File: src/i2cm_pkg.sv
// Shared types, phase codes and register indexes for the I2C register-burst master.
// No dependencies.
`timescale 1ns / 1ps
`default_nettype none

package i2cm_pkg;

  localparam int unsigned PHASE_W = 5;
  localparam int unsigned TICK_W  = 17;
  localparam int unsigned BIT_W   = 4;

  localparam logic [15:0] PHASE_TICKS_RST = 16'd100;
  localparam logic [7:0]  ACK_POLLS_RST   = 8'd50;

  localparam logic CFG_PHASE_TICKS = 1'b0;
  localparam logic CFG_ACK_POLLS   = 1'b1;

  localparam logic [PHASE_W-1:0] PH_IDLE   = 5'd0;
  localparam logic [PHASE_W-1:0] PH_ST_A   = 5'd1;
  localparam logic [PHASE_W-1:0] PH_ST_B   = 5'd2;
  localparam logic [PHASE_W-1:0] PH_ST_C   = 5'd3;
  localparam logic [PHASE_W-1:0] PH_RS_P   = 5'd4;
  localparam logic [PHASE_W-1:0] PH_RS_A   = 5'd5;
  localparam logic [PHASE_W-1:0] PH_RS_B   = 5'd6;
  localparam logic [PHASE_W-1:0] PH_RS_C   = 5'd7;
  localparam logic [PHASE_W-1:0] PH_TXA_L  = 5'd8;
  localparam logic [PHASE_W-1:0] PH_TXA_H  = 5'd9;
  localparam logic [PHASE_W-1:0] PH_TXR_L  = 5'd10;
  localparam logic [PHASE_W-1:0] PH_TXR_H  = 5'd11;
  localparam logic [PHASE_W-1:0] PH_TXD_L  = 5'd12;
  localparam logic [PHASE_W-1:0] PH_TXD_H  = 5'd13;
  localparam logic [PHASE_W-1:0] PH_TXAR_L = 5'd14;
  localparam logic [PHASE_W-1:0] PH_TXAR_H = 5'd15;
  localparam logic [PHASE_W-1:0] PH_RX_L   = 5'd16;
  localparam logic [PHASE_W-1:0] PH_RX_H   = 5'd17;
  localparam logic [PHASE_W-1:0] PH_P_L    = 5'd18;
  localparam logic [PHASE_W-1:0] PH_P_H    = 5'd19;
  localparam logic [PHASE_W-1:0] PH_P_R    = 5'd20;
  localparam logic [PHASE_W-1:0] PH_F_L    = 5'd21;
  localparam logic [PHASE_W-1:0] PH_F_H    = 5'd22;
  localparam logic [PHASE_W-1:0] PH_F_R    = 5'd23;

  typedef struct packed {
    logic [PHASE_W-1:0] phase;
    logic [TICK_W-1:0]  tick;
    logic [BIT_W-1:0]   bit_idx;
    logic [7:0]         shift;
    logic [7:0]         left;
    logic [7:0]         poll;
    logic [6:0]         dev;
    logic [7:0]         regad;
    logic               dir;
  } ctl_t;

  typedef struct packed {
    logic [15:0] phase_ticks;
    logic [7:0]  ack_polls;
  } cfg_t;

  typedef struct packed {
    logic       go;
    logic       func;
    logic [6:0] dev_addr;
    logic [7:0] reg_addr;
    logic [7:0] byte_count;
    logic [7:0] wr_byte;
    logic       sda_in;
  } req_t;

  typedef struct packed {
    logic       scl_out;
    logic       sda_out;
    logic       sda_drive;
    logic       busy_res;
    logic       byte_taken;
    logic [7:0] rd_byte;
    logic       rd_valid;
    logic       done_res;
    logic       status;
  } res_t;

endpackage

`default_nettype wire

File: src/i2cm_cfg.sv
// Configuration registers: phase length and acknowledge poll limit.
// Depends on i2cm_pkg.
`timescale 1ns / 1ps
`default_nettype none

module i2cm_cfg
  import i2cm_pkg::*;
(
  input  wire logic        clk_i,
  input  wire logic        rst_ni,
  input  wire logic        cfg_we_i,
  input  wire logic        cfg_idx_i,
  input  wire logic [15:0] cfg_data_i,
  output cfg_t             cfg_o
);

  logic [15:0] phase_ticks_q;
  logic [7:0]  ack_polls_q;

  always_ff @(posedge clk_i or negedge rst_ni) begin
    if (!rst_ni) begin
      phase_ticks_q <= PHASE_TICKS_RST;
      ack_polls_q   <= ACK_POLLS_RST;
    end else if (cfg_we_i) begin
      case (cfg_idx_i)
        CFG_PHASE_TICKS: phase_ticks_q <= cfg_data_i;
        CFG_ACK_POLLS:   ack_polls_q   <= cfg_data_i[7:0];
        default:         ;
      endcase
    end
  end

  assign cfg_o.phase_ticks = phase_ticks_q;
  assign cfg_o.ack_polls   = ack_polls_q;

endmodule

`default_nettype wire

File: src/i2cm_step.sv
// Next-state and pin logic for one bus tick of the I2C register-burst master.
// Depends on i2cm_pkg.
`timescale 1ns / 1ps
`default_nettype none

module i2cm_step
  import i2cm_pkg::*;
(
  input  ctl_t ctl_i,
  input  cfg_t cfg_i,
  input  req_t req_i,
  output ctl_t ctl_o,
  output res_t res_o
);

  logic [15:0]        plen;
  logic [TICK_W-1:0]  len;
  logic [TICK_W:0]    tick_inc;
  logic               in_tx;
  logic               ack;
  logic               taken;
  logic               valid;
  logic               done;
  logic               fail;
  logic [BIT_W-1:0]   bit_inc;
  logic [PHASE_W-1:0] s;

  always_comb begin
    ctl_o    = ctl_i;
    taken    = 1'b0;
    valid    = 1'b0;
    done     = 1'b0;
    fail     = 1'b0;
    plen     = (cfg_i.phase_ticks == 16'd0) ? 16'd1 : cfg_i.phase_ticks;
    len      = ((ctl_i.phase == PH_RX_L || ctl_i.phase == PH_RX_H) && ctl_i.bit_idx < 4'd8)
               ? {plen, 1'b0} : {1'b0, plen};
    tick_inc = {1'b0, ctl_i.tick} + 18'd1;
    in_tx    = ctl_i.phase inside {[PH_TXA_L:PH_TXAR_H]};
    ack      = !req_i.sda_in;
    bit_inc  = ctl_i.bit_idx + 4'd1;

    if (ctl_i.phase == PH_IDLE) begin
      if (req_i.go) begin
        ctl_o.dev   = req_i.dev_addr;
        ctl_o.regad = req_i.reg_addr;
        ctl_o.dir   = req_i.func;
        ctl_o.left  = req_i.byte_count;
        ctl_o.tick  = '0;
        ctl_o.phase = PH_ST_A;
      end
    end else if (tick_inc < {1'b0, len}) begin
      ctl_o.tick = tick_inc[TICK_W-1:0];
    end else begin
      ctl_o.tick = '0;
      if (in_tx) begin
        if (!ctl_i.phase[0]) begin
          if (ctl_i.bit_idx >= 4'd8) ctl_o.poll = '0;
          ctl_o.phase = ctl_i.phase + 5'd1;
        end else if (ctl_i.bit_idx < 4'd8) begin
          ctl_o.shift   = {ctl_i.shift[6:0], 1'b0};
          ctl_o.bit_idx = bit_inc;
          ctl_o.phase   = ctl_i.phase - 5'd1;
        end else if (req_i.sda_in && ctl_i.poll < cfg_i.ack_polls) begin
          ctl_o.poll = ctl_i.poll + 8'd1;
        end else begin
          case (ctl_i.phase)
            PH_TXA_H: begin
              if (ack) begin
                ctl_o.phase   = PH_TXR_L;
                ctl_o.shift   = ctl_i.regad;
                ctl_o.bit_idx = '0;
              end else begin
                ctl_o.phase = PH_F_L;
              end
            end
            PH_TXR_H, PH_TXD_H: begin
              if (ctl_i.phase == PH_TXR_H && ctl_i.dir) begin
                ctl_o.phase = PH_RS_P;
              end else if ((ctl_i.phase == PH_TXD_H && !ack) || ctl_i.left == 8'd0) begin
                ctl_o.phase = PH_P_L;
              end else begin
                ctl_o.phase   = PH_TXD_L;
                ctl_o.shift   = req_i.wr_byte;
                ctl_o.bit_idx = '0;
                ctl_o.left    = ctl_i.left - 8'd1;
                taken         = 1'b1;
              end
            end
            default: begin
              if (ctl_i.left == 8'd0) begin
                ctl_o.phase = PH_P_L;
              end else begin
                ctl_o.bit_idx = '0;
                ctl_o.shift   = '0;
                ctl_o.phase   = PH_RX_L;
              end
            end
          endcase
        end
      end else begin
        case (ctl_i.phase)
          PH_ST_A: ctl_o.phase = req_i.sda_in ? PH_ST_B : PH_F_L;
          PH_ST_B: ctl_o.phase = req_i.sda_in ? PH_F_L : PH_ST_C;
          PH_ST_C: begin
            ctl_o.phase   = PH_TXA_L;
            ctl_o.shift   = {ctl_i.dev, 1'b0};
            ctl_o.bit_idx = '0;
          end
          PH_RS_P: ctl_o.phase = PH_RS_A;
          PH_RS_A: ctl_o.phase = PH_RS_B;
          PH_RS_B: ctl_o.phase = PH_RS_C;
          PH_RS_C: begin
            ctl_o.phase   = PH_TXAR_L;
            ctl_o.shift   = {ctl_i.dev, 1'b1};
            ctl_o.bit_idx = '0;
          end
          PH_RX_L: ctl_o.phase = PH_RX_H;
          PH_RX_H: begin
            if (ctl_i.bit_idx < 4'd8) begin
              ctl_o.shift   = {ctl_i.shift[6:0], req_i.sda_in};
              ctl_o.bit_idx = bit_inc;
              if (bit_inc == 4'd8) begin
                valid      = 1'b1;
                ctl_o.left = ctl_i.left - 8'd1;
              end
              ctl_o.phase = PH_RX_L;
            end else if (ctl_i.left == 8'd0) begin
              ctl_o.phase = PH_P_L;
            end else begin
              ctl_o.bit_idx = '0;
              ctl_o.phase   = PH_RX_L;
            end
          end
          PH_P_L: ctl_o.phase = PH_P_H;
          PH_P_H: ctl_o.phase = PH_P_R;
          PH_F_L: ctl_o.phase = PH_F_H;
          PH_F_H: ctl_o.phase = PH_F_R;
          PH_P_R, PH_F_R: begin
            done        = 1'b1;
            fail        = (ctl_i.phase == PH_F_R);
            ctl_o.phase = PH_IDLE;
          end
          default: ctl_o.phase = PH_IDLE;
        endcase
      end
    end
  end

  always_comb begin
    s                = ctl_o.phase;
    res_o.scl_out    = 1'b1;
    res_o.sda_out    = 1'b1;
    res_o.sda_drive  = 1'b1;
    if (s inside {[PH_TXA_L:PH_TXAR_H]}) begin
      res_o.scl_out = s[0];
      if (ctl_o.bit_idx < 4'd8) res_o.sda_out = ctl_o.shift[7];
      else res_o.sda_drive = 1'b0;
    end else if (s == PH_RX_L || s == PH_RX_H) begin
      res_o.scl_out = (s == PH_RX_H);
      if (ctl_o.bit_idx < 4'd8) res_o.sda_drive = 1'b0;
      else res_o.sda_out = (ctl_o.left == 8'd0);
    end else begin
      case (s)
        PH_ST_B, PH_RS_B, PH_P_H, PH_F_H: res_o.sda_out = 1'b0;
        PH_ST_C, PH_RS_C, PH_P_L, PH_F_L: begin
          res_o.scl_out = 1'b0;
          res_o.sda_out = 1'b0;
        end
        PH_RS_P: res_o.scl_out = 1'b0;
        default: ;
      endcase
    end
    res_o.busy_res   = (s != PH_IDLE);
    res_o.byte_taken = taken;
    res_o.rd_byte    = valid ? ctl_o.shift : 8'd0;
    res_o.rd_valid   = valid;
    res_o.done_res   = done;
    res_o.status     = fail;
  end

endmodule

`default_nettype wire

File: src/i2c_master_register_burst_top.sv
// Top level of the I2C register-burst master: stream ports, control state, result register.
// Depends on i2cm_pkg, i2cm_cfg and i2cm_step.
`timescale 1ns / 1ps
`default_nettype none

// Each input word is one bus tick: it carries the request fields and the sampled SDA level,
// and yields exactly one result word with the pin levels and event pulses after that tick.
// One word is taken per clock; the tick logic sits between the control-state registers and
// a single output register; the rate is one word per cycle while the output side keeps up.
// Phases last phase_ticks words (read data bits twice that), and go is ignored while a
// transaction is running. Configuration writes apply at once.
module i2c_master_register_burst_top
  import i2cm_pkg::*;
(
  input  wire logic        clk_i,
  input  wire logic        rst_ni,
  input  wire logic        cfg_we_i,
  input  wire logic        cfg_idx_i,
  input  wire logic [15:0] cfg_data_i,
  input  wire logic        s_axis_tvalid,
  output      logic        s_axis_tready,
  // go, func, dev_addr[6:0], reg_addr[7:0], byte_count[7:0], wr_byte[7:0], sda_in, zero pad
  input  wire logic [39:0] s_axis_tdata,
  output      logic        m_axis_tvalid,
  input  wire logic        m_axis_tready,
  // scl_out, sda_out, sda_drive, busy_res, byte_taken, rd_byte[7:0], rd_valid, done_res, status
  output      logic [15:0] m_axis_tdata
);

  cfg_t        cfg;
  req_t        req;
  res_t        res;
  ctl_t        ctl_q;
  ctl_t        ctl_d;
  logic        acc;
  logic        out_valid_q;
  logic [15:0] out_data_q;

  i2cm_cfg u_cfg (
    .clk_i      (clk_i),
    .rst_ni     (rst_ni),
    .cfg_we_i   (cfg_we_i),
    .cfg_idx_i  (cfg_idx_i),
    .cfg_data_i (cfg_data_i),
    .cfg_o      (cfg)
  );

  assign req.go         = s_axis_tdata[0];
  assign req.func       = s_axis_tdata[1];
  assign req.dev_addr   = s_axis_tdata[8:2];
  assign req.reg_addr   = s_axis_tdata[16:9];
  assign req.byte_count = s_axis_tdata[24:17];
  assign req.wr_byte    = s_axis_tdata[32:25];
  assign req.sda_in     = s_axis_tdata[33];

  i2cm_step u_step (
    .ctl_i (ctl_q),
    .cfg_i (cfg),
    .req_i (req),
    .ctl_o (ctl_d),
    .res_o (res)
  );

  assign s_axis_tready = !out_valid_q || m_axis_tready;
  assign acc           = s_axis_tvalid && s_axis_tready;

  always_ff @(posedge clk_i or negedge rst_ni) begin
    if (!rst_ni) begin
      ctl_q       <= '0;
      out_valid_q <= 1'b0;
    end else begin
      if (acc) begin
        ctl_q       <= ctl_d;
        out_valid_q <= 1'b1;
      end else if (m_axis_tready) begin
        out_valid_q <= 1'b0;
      end
    end
  end

  always_ff @(posedge clk_i) begin
    if (acc) begin
      out_data_q <= {res.status, res.done_res, res.rd_valid, res.rd_byte, res.byte_taken,
                     res.busy_res, res.sda_drive, res.sda_out, res.scl_out};
    end
  end

  assign m_axis_tvalid = out_valid_q;
  assign m_axis_tdata  = out_data_q;

`ifndef SYNTHESIS
  a_done_not_busy: assert property (@(posedge clk_i) disable iff (!rst_ni)
    (m_axis_tvalid && m_axis_tdata[14]) |-> !m_axis_tdata[3])
    else $error("done pulse while still busy");

  a_released_sda_high: assert property (@(posedge clk_i) disable iff (!rst_ni)
    (m_axis_tvalid && !m_axis_tdata[2]) |-> m_axis_tdata[1])
    else $error("sda_out low while SDA released");

  a_idle_holds: assert property (@(posedge clk_i) disable iff (!rst_ni)
    (acc && ctl_q.phase == PH_IDLE && !req.go) |=> (ctl_q.phase == PH_IDLE))
    else $error("left idle without go");

  a_taken_not_rd: assert property (@(posedge clk_i) disable iff (!rst_ni)
    m_axis_tvalid |-> !(m_axis_tdata[4] && m_axis_tdata[13]))
    else $error("byte_taken and rd_valid together");
`endif

endmodule

`default_nettype wire
File: config.mk
export PLATFORM = sky130hd
export DESIGN_NAME = i2c_master_register_burst_top
export DESIGN_NICKNAME = d
export VERILOG_FILES = /design/src/i2cm_pkg.sv /design/src/i2cm_cfg.sv /design/src/i2cm_step.sv /design/src/i2c_master_register_burst_top.sv
export SDC_FILE = /design/constraint.sdc
export NUM_CORES = 1
export LEC_CHECK = 0
export BUFFER_PORTS_ARGS = -buffer_cell sky130_fd_sc_hd__buf_2
export CAP_MARGIN = 20
export CORE_MARGIN = 4
export CORE_UTILIZATION = 40
export DETAILED_ROUTE_END_ITERATION = 6
export HOLD_SLACK_MARGIN = 0.1
export PLACE_DENSITY = 0.68
export SLEW_MARGIN = 20
export SYNTH_ARGS = -nofsm -noshare
export SYNTH_HDL_FRONTEND = slang
export SYNTH_SLANG_ARGS = --single-unit
File: constraint.sdc
create_clock -name clk_i -period 11.2 [get_ports clk_i]
set_input_delay 2.24 -clock clk_i [delete_from_list [all_inputs] [get_ports clk_i]]
set_output_delay 2.24 -clock clk_i [all_outputs]
set_load 0.02 [all_outputs]
======== Yosys cells after proc, flatten, opt, wreduce, memory -nomap -nowiden ========
Index checks and enable logic that the tools add are counted.
storage, ports and cells
  flip-flop bits (word level) ............. 107
  output and inout bits ................... 18
  logic and storage cells ................. 173
operators by class
  add/subtract/negate cells ............... 6
  magnitude comparators ................... 9
  equal/unequal tests ..................... 33
  mux-type cells .......................... 70
  bitwise operators ....................... 7
  reductions and logical operators ........ 31
operators by type and width
  kind                                                               number
  2-to-1 mux 20 bit                                                  12
  2-to-1 mux 8 bit                                                   9
  == test 5 bit, second input constant                               14
  one-hot mux 5 bit (13 select lines)                                1
  2-to-1 mux 5 bit                                                   10
  2-to-1 mux 12 bit                                                  4
  2-to-1 mux 16 bit                                                  3
  2-to-1 mux 22 bit                                                  2
  one-hot mux 12 bit (3 select lines)                                1
  == test 5 x 3 -> 1 bit, second input constant                      7
  2-to-1 mux 17 bit                                                  2
  2-to-1 mux 28 bit                                                  1
  one-hot mux 12 bit (2 select lines)                                1
  == test 5 x 2 -> 1 bit, second input constant                      4
  adder 17 x 1 -> 18 bit, second input constant                      1
  < comparator 18 x 17 -> 1 bit                                      1
  2-to-1 mux 1 bit                                                   17
  zero test 16 bit                                                   1
  zero test 8 bit                                                    2
  OR reduction 8 bit                                                 2
  == test 5 x 4 -> 1 bit, second input constant                      3
  greater-or-equal comparator 5 x 4 -> 1 bit, second input constant  2
  less-or-equal comparator 5 x 4 -> 1 bit, second input constant     2
  one-hot mux 5 bit (2 select lines)                                 1
  29 further kinds                                                   53

======== Logic depth before layout (Yosys ltp) ========
  depth after elaboration ................. 23
  depth in mapped cells ................... 22
  depth with buffers taken out ............ 16

======== By module ========
From an unflattened synthesis, not the netlist that was laid out.
second synthesis, totals
  cells, all modules ...................... 831
  area, all modules ....................... 8027.7 µm²
modules (own cells, without submodules)
  module                         instances  cells an instance  area each (µm²)  sequential area each (µm²)
  i2cm_step                      1          619                3976.3           0.0
  i2c_master_register_burst_top  1          160                3099.2           2157.1
  i2cm_cfg                       1          52                 952.2            608.1

======== Worst setup path before layout ========
OpenSTA, ideal clock, no wires.
  path kind ............................... reg2reg
  start ................................... register ctl_q[61] (netlist name)
  end ..................................... register out_data_q[0] (netlist: m_axis_tdata[0]), data pin
  library setup time ...................... 256 ps
  arrival time ............................ 4669 ps
  setup slack ............................. 6276 ps
  cell stages (with the launch flop) ...... 21
  buffers on the path ..................... 5
  period minus slack after synthesis ...... 4924 ps
  path through ............................ dfrtp_1 -> clkbuf_1 -> inv_1 -> clkbuf_1 -> ha_1 -> buf_2 -> o21ai_0 -> nor4_1 -> buf_2 -> buf_1 -> mux2i_1 -> ha_1 -> and4_1 -> a221o_1 -> a31oi_1 -> o2111ai_1 -> nand2_1 -> mux2_2 -> nor3_1 -> a31oi_1 -> o211a_1
RTL lines
  element                   line                                 RTL
  start: declaration        i2c_master_register_burst_top.sv:33  ctl_t ctl_q;
  start signal: assignment  i2c_master_register_burst_top.sv:73  ctl_q <= ctl_d;
  end signal: assignment    i2c_master_register_burst_top.sv:83  out_data_q <= {res.status, res.done_res, res.rd_valid, res.rd_byte, res.byte_taken,
  end: declaration          i2c_master_register_burst_top.sv:37  logic [15:0] out_data_q;

==> qor.csv <==
stage;metric;value;unit
status;status;completed;
power_and_ir_drop;Max VDD drop;0.000105;V
sta;fin crit period;5.65;ns
yosys;async set-or-reset flop fraction in the synthesized netlist;0.850;
worst_setup_path;CP Data Required Time;11.32;ns
yosys;EDFF count, synth;16;
routing;DRT antenna net count;0;
layout;area grow syn2layout;12.0;%
clock_tree;clock tree sinks;107;
worst_setup_path;Max FO, Critical Path;21;
layout;Nets;934;
routing;DRC Markers;0;
yosys;Ys Warns;0;
routing;Detailed Route Iter0 Violations;624;
worst_setup_path;crit-path cells;inv_1, ha_1, o21ai_0, nor4_2, buf_4, mux2i_1, ha_1, nand2_1, o21ai_0, nor4_1, o2111ai_1, nand2_1, o32ai_2, nor2b_1, o211ai_1, o211a_1;
sta;Max Slew Vio Count;0;
layout;Antenna diodes;0;
yosys;Commonest cells post-synth;85 x dfrtp_1, 74 x nand2_1, 66 x o21ai_0;
clock_tree;CTS Root Cell;clkbuf_16;
placement;Detailed Place HPWL;13900;um
sta;RSZ-0062 raised after global routing;no;
clock_tree;postcts setup bufs;0;
clock_tree;CTS resizes;0;
sta;skew final;0.0131;ns
global_route;first-pass GRT wire length;31100;um
floorplanning;Starting Density;0.413;
power_and_ir_drop;pwr dens;127;nW/um^2
worst_setup_path;Worst EP arrival;5.77;ns
yosys;synth unique cells;79;
routing;Via density;6.00;
routing;vias;6402;
worst_hold_path;Hold Crit Depth;1;
sta;Hold Violations, Final;0;
layout;Final Non-Filler Cells;1067;
floorplanning;Die Ht;143;um
floorplanning;row cnt;48;
sta;worst slew pin tran;0.862;ns
floorplanning;Ports;80;
placement;final weighted congestion in routability-driven placement;0.953;
layout;layout cells sized above 1;0.197;
run;Max-Cap Viols;0;
clock_tree;Max Root-Sink Buffers;2;
global_route;initial antenna violation count;1;
sta;Fmax;177;MHz
floorplanning;die width;143;um
yosys;Primary FF master, synth;dfrtp_1;
sta;Sum Neg Setup Slack;0;ns
worst_setup_path;reg2reg setup slack;5.55;ns
worst_setup_path;slowest cell on the critical path;dfrtp_1;
placement;placed cells;1051;
global_route;global route total overflow;0;
worst_setup_path;WS Path Type;register to register;
clock_tree;CTS tree;yes;
worst_setup_path;slowest stage delay, CP;0.77;ns
sta;final cycle utilization of the critical path;0.504;
sta;final setup violation count;0;
routing;final wirelength;19000;um
floorplanning;die area;20300;sq um
clock_tree;number of hold buffers added after cts;0;
clock_tree;CTS H-tree lvls;3;
global_route;GRT Resource Usage Total;0.189;
yosys;post-synth top area cell;dfrtp_1;
worst_hold_path;worst hold-check path type;register to register;
clock_tree;clk_lat worst skew;0.36;ns
placement;Port Buf Inserts;73;
yosys;sequential fraction of the synthesis area;0.382;
power_and_ir_drop;leakage;3.43;nW
worst_setup_path;endpoint type of the worst setup path;register;
yosys;Gate Count Post-Synth;785;
worst_setup_path;R2R cell count;16;
sta;worst rel slew slack;0.425;
yosys;Synth top area share;0.294;
global_route;vias in the first global route;6001;
floorplanning;Core ar.;17500;sq um
yosys;Syn Nets;882;
yosys;most numerous cell in the Yosys netlist;dfrtp_1;
worst_setup_path;kind of cell adding the most delay to the critical path;compound AO/OA/AOI/OAI gates;
yosys;ranking of synthesized cells by area;dfrtp_1 29%, mux2_2 7.3%, edfxtp_1 6.6%;
clock_tree;clock-pin slew on the worst setup and hold paths;0.07;ns
yosys;Post-Syn Area;7240;sq um
layout;number of fill cells;1748;
worst_setup_path;Crit path depth;16;
yosys;Avg Cell Area, Syn;9.22;sq um
worst_setup_path;CP bufs+invs;2;
worst_setup_path;crit start category;register;
routing;wire length per cell;17.9;um
routing;first-pass iteration count of the detailed router;5;
clock_tree;CTS Buf Count;9;
global_route;largest net degree at the start of global routing;55;
yosys;flops & latches, synth;107;
logic make-up (layout without fill, tap and decap cells):
| group | after synthesis | after routing | synth area share |
|---|---|---|---|
| AOI/OAI and AO/OA | 238 | 238 | 0.228 |
| and+or+nand+nor | 249 | 249 | 0.172 |
| muxes | 64 | 64 | 0.0966 |
| DFF | 107 | 107 | 0.382 |
| buffers and inverters | 75 | 132 | 0.0406 |
| adders and majority gates | 35 | 35 | 0.0605 |
| xor gates and xnor gates | 17 | 17 | 0.0206 |
placed cells by master, fill, tap and decap left out, types with 4 or more instances in the layout:
master / netlist / routed
xnor2_1: 11 / 11
dfstp_2: 6 / 6
o211ai_1: 4 / 4
a32o_1: 5 / 5
o31ai_1: 6 / 6
ha_1: 35 / 35
nand2_1: 74 / 74
buf_2: 9 / 72
and3_1: 12 / 12
nand3_1: 30 / 30
dfrtp_1: 85 / 85
nor2_1: 48 / 48
a31oi_1: 11 / 11
xor2_1: 6 / 6
edfxtp_1: 16 / 16
nor4_1: 12 / 11
inv_1: 31 / 31
o22ai_1: 6 / 6
nand4_1: 14 / 14
o21ai_0: 66 / 65
a22o_1: 17 / 17
a22oi_1: 13 / 13
nor2b_1: 10 / 10
nand2b_1: 7 / 7
o21a_1: 5 / 5
a211oi_1: 6 / 6
mux2_2: 47 / 47
buf_4: 0 / 11
o311ai_0: 6 / 6
clkbuf_16: 0 / 9
o221ai_1: 5 / 5
nor3_1: 21 / 20
mux2i_1: 17 / 17
a21oi_1: 38 / 38
metal layers:
| layer | track usage | part of all wire |
|---|---|---|
| met1 | 0.275 | 0.46 |
| met2 | 0.282 | 0.45 |
| met3 | 0.0326 | 0.069 |
| met4 | 0.0690 | 0.023 |
| met5 | 0 | 0.00042 |
flip-flops by register name (all words and copies together), names as in the netlist:
register and count:
m_axis_tvalid 1, ctl_q 66, u_cfg.ack_polls_q 8, m_axis_tdata 16, u_cfg.phase_ticks_q 16
final timing paths:
path | from | to
max | ctl_q[61]$_DFFE_PN0P_ | m_axis_tdata[0]$_DFFE_PP_
min | ctl_q[23]$_DFFE_PN0P_ | ctl_q[23]$_DFFE_PN0P_
max reg2reg | ctl_q[61]$_DFFE_PN0P_ | m_axis_tdata[0]$_DFFE_PP_
min reg2reg | ctl_q[23]$_DFFE_PN0P_ | ctl_q[23]$_DFFE_PN0P_
max in group asynchronous | rst_ni | ctl_q[43]$_DFFE_PN0P_
min in group asynchronous | rst_ni | u_cfg.phase_ticks_q[12]$_DFFE_PN0P_
area by class of cell:
cell class                      instances  area, sq um  share of cell area
Tap cell                              225          282              0.0347
Timing Repair Buffer                   84          454              0.0560
Inverter                               32          120              0.0148
Sequential cell                       107         2770               0.341
Clock buffer                            9          225              0.0278
Clock inverter                          7         67.6             0.00834
Multi-Input combinational cell        603         4190               0.517
power by group:
part	switching (mW)	total [mW]	internal, mW
Combinational	0.150	0.256	0.106
Sequential	0.0295	0.457	0.427
Clock	0.147	0.320	0.173
per-stage QoR:
step	cell area [sq um]	setup WS, ns	hold WS (ns)	power, mW	util
after floorplan	7240	6.28	0.455	0.640	-
after global routing	8110	5.20	0.513	1.09	0.462
final	8110	5.55	0.492	1.03	0.462
after CTS	8110	5.70	0.498	1.04	0.462
after global placement	7800	5.72	0.487	0.711	0.445
after detailed placement	7810	5.66	0.487	0.718	0.445
No activity file was read; power rests on OpenSTA's default activity.
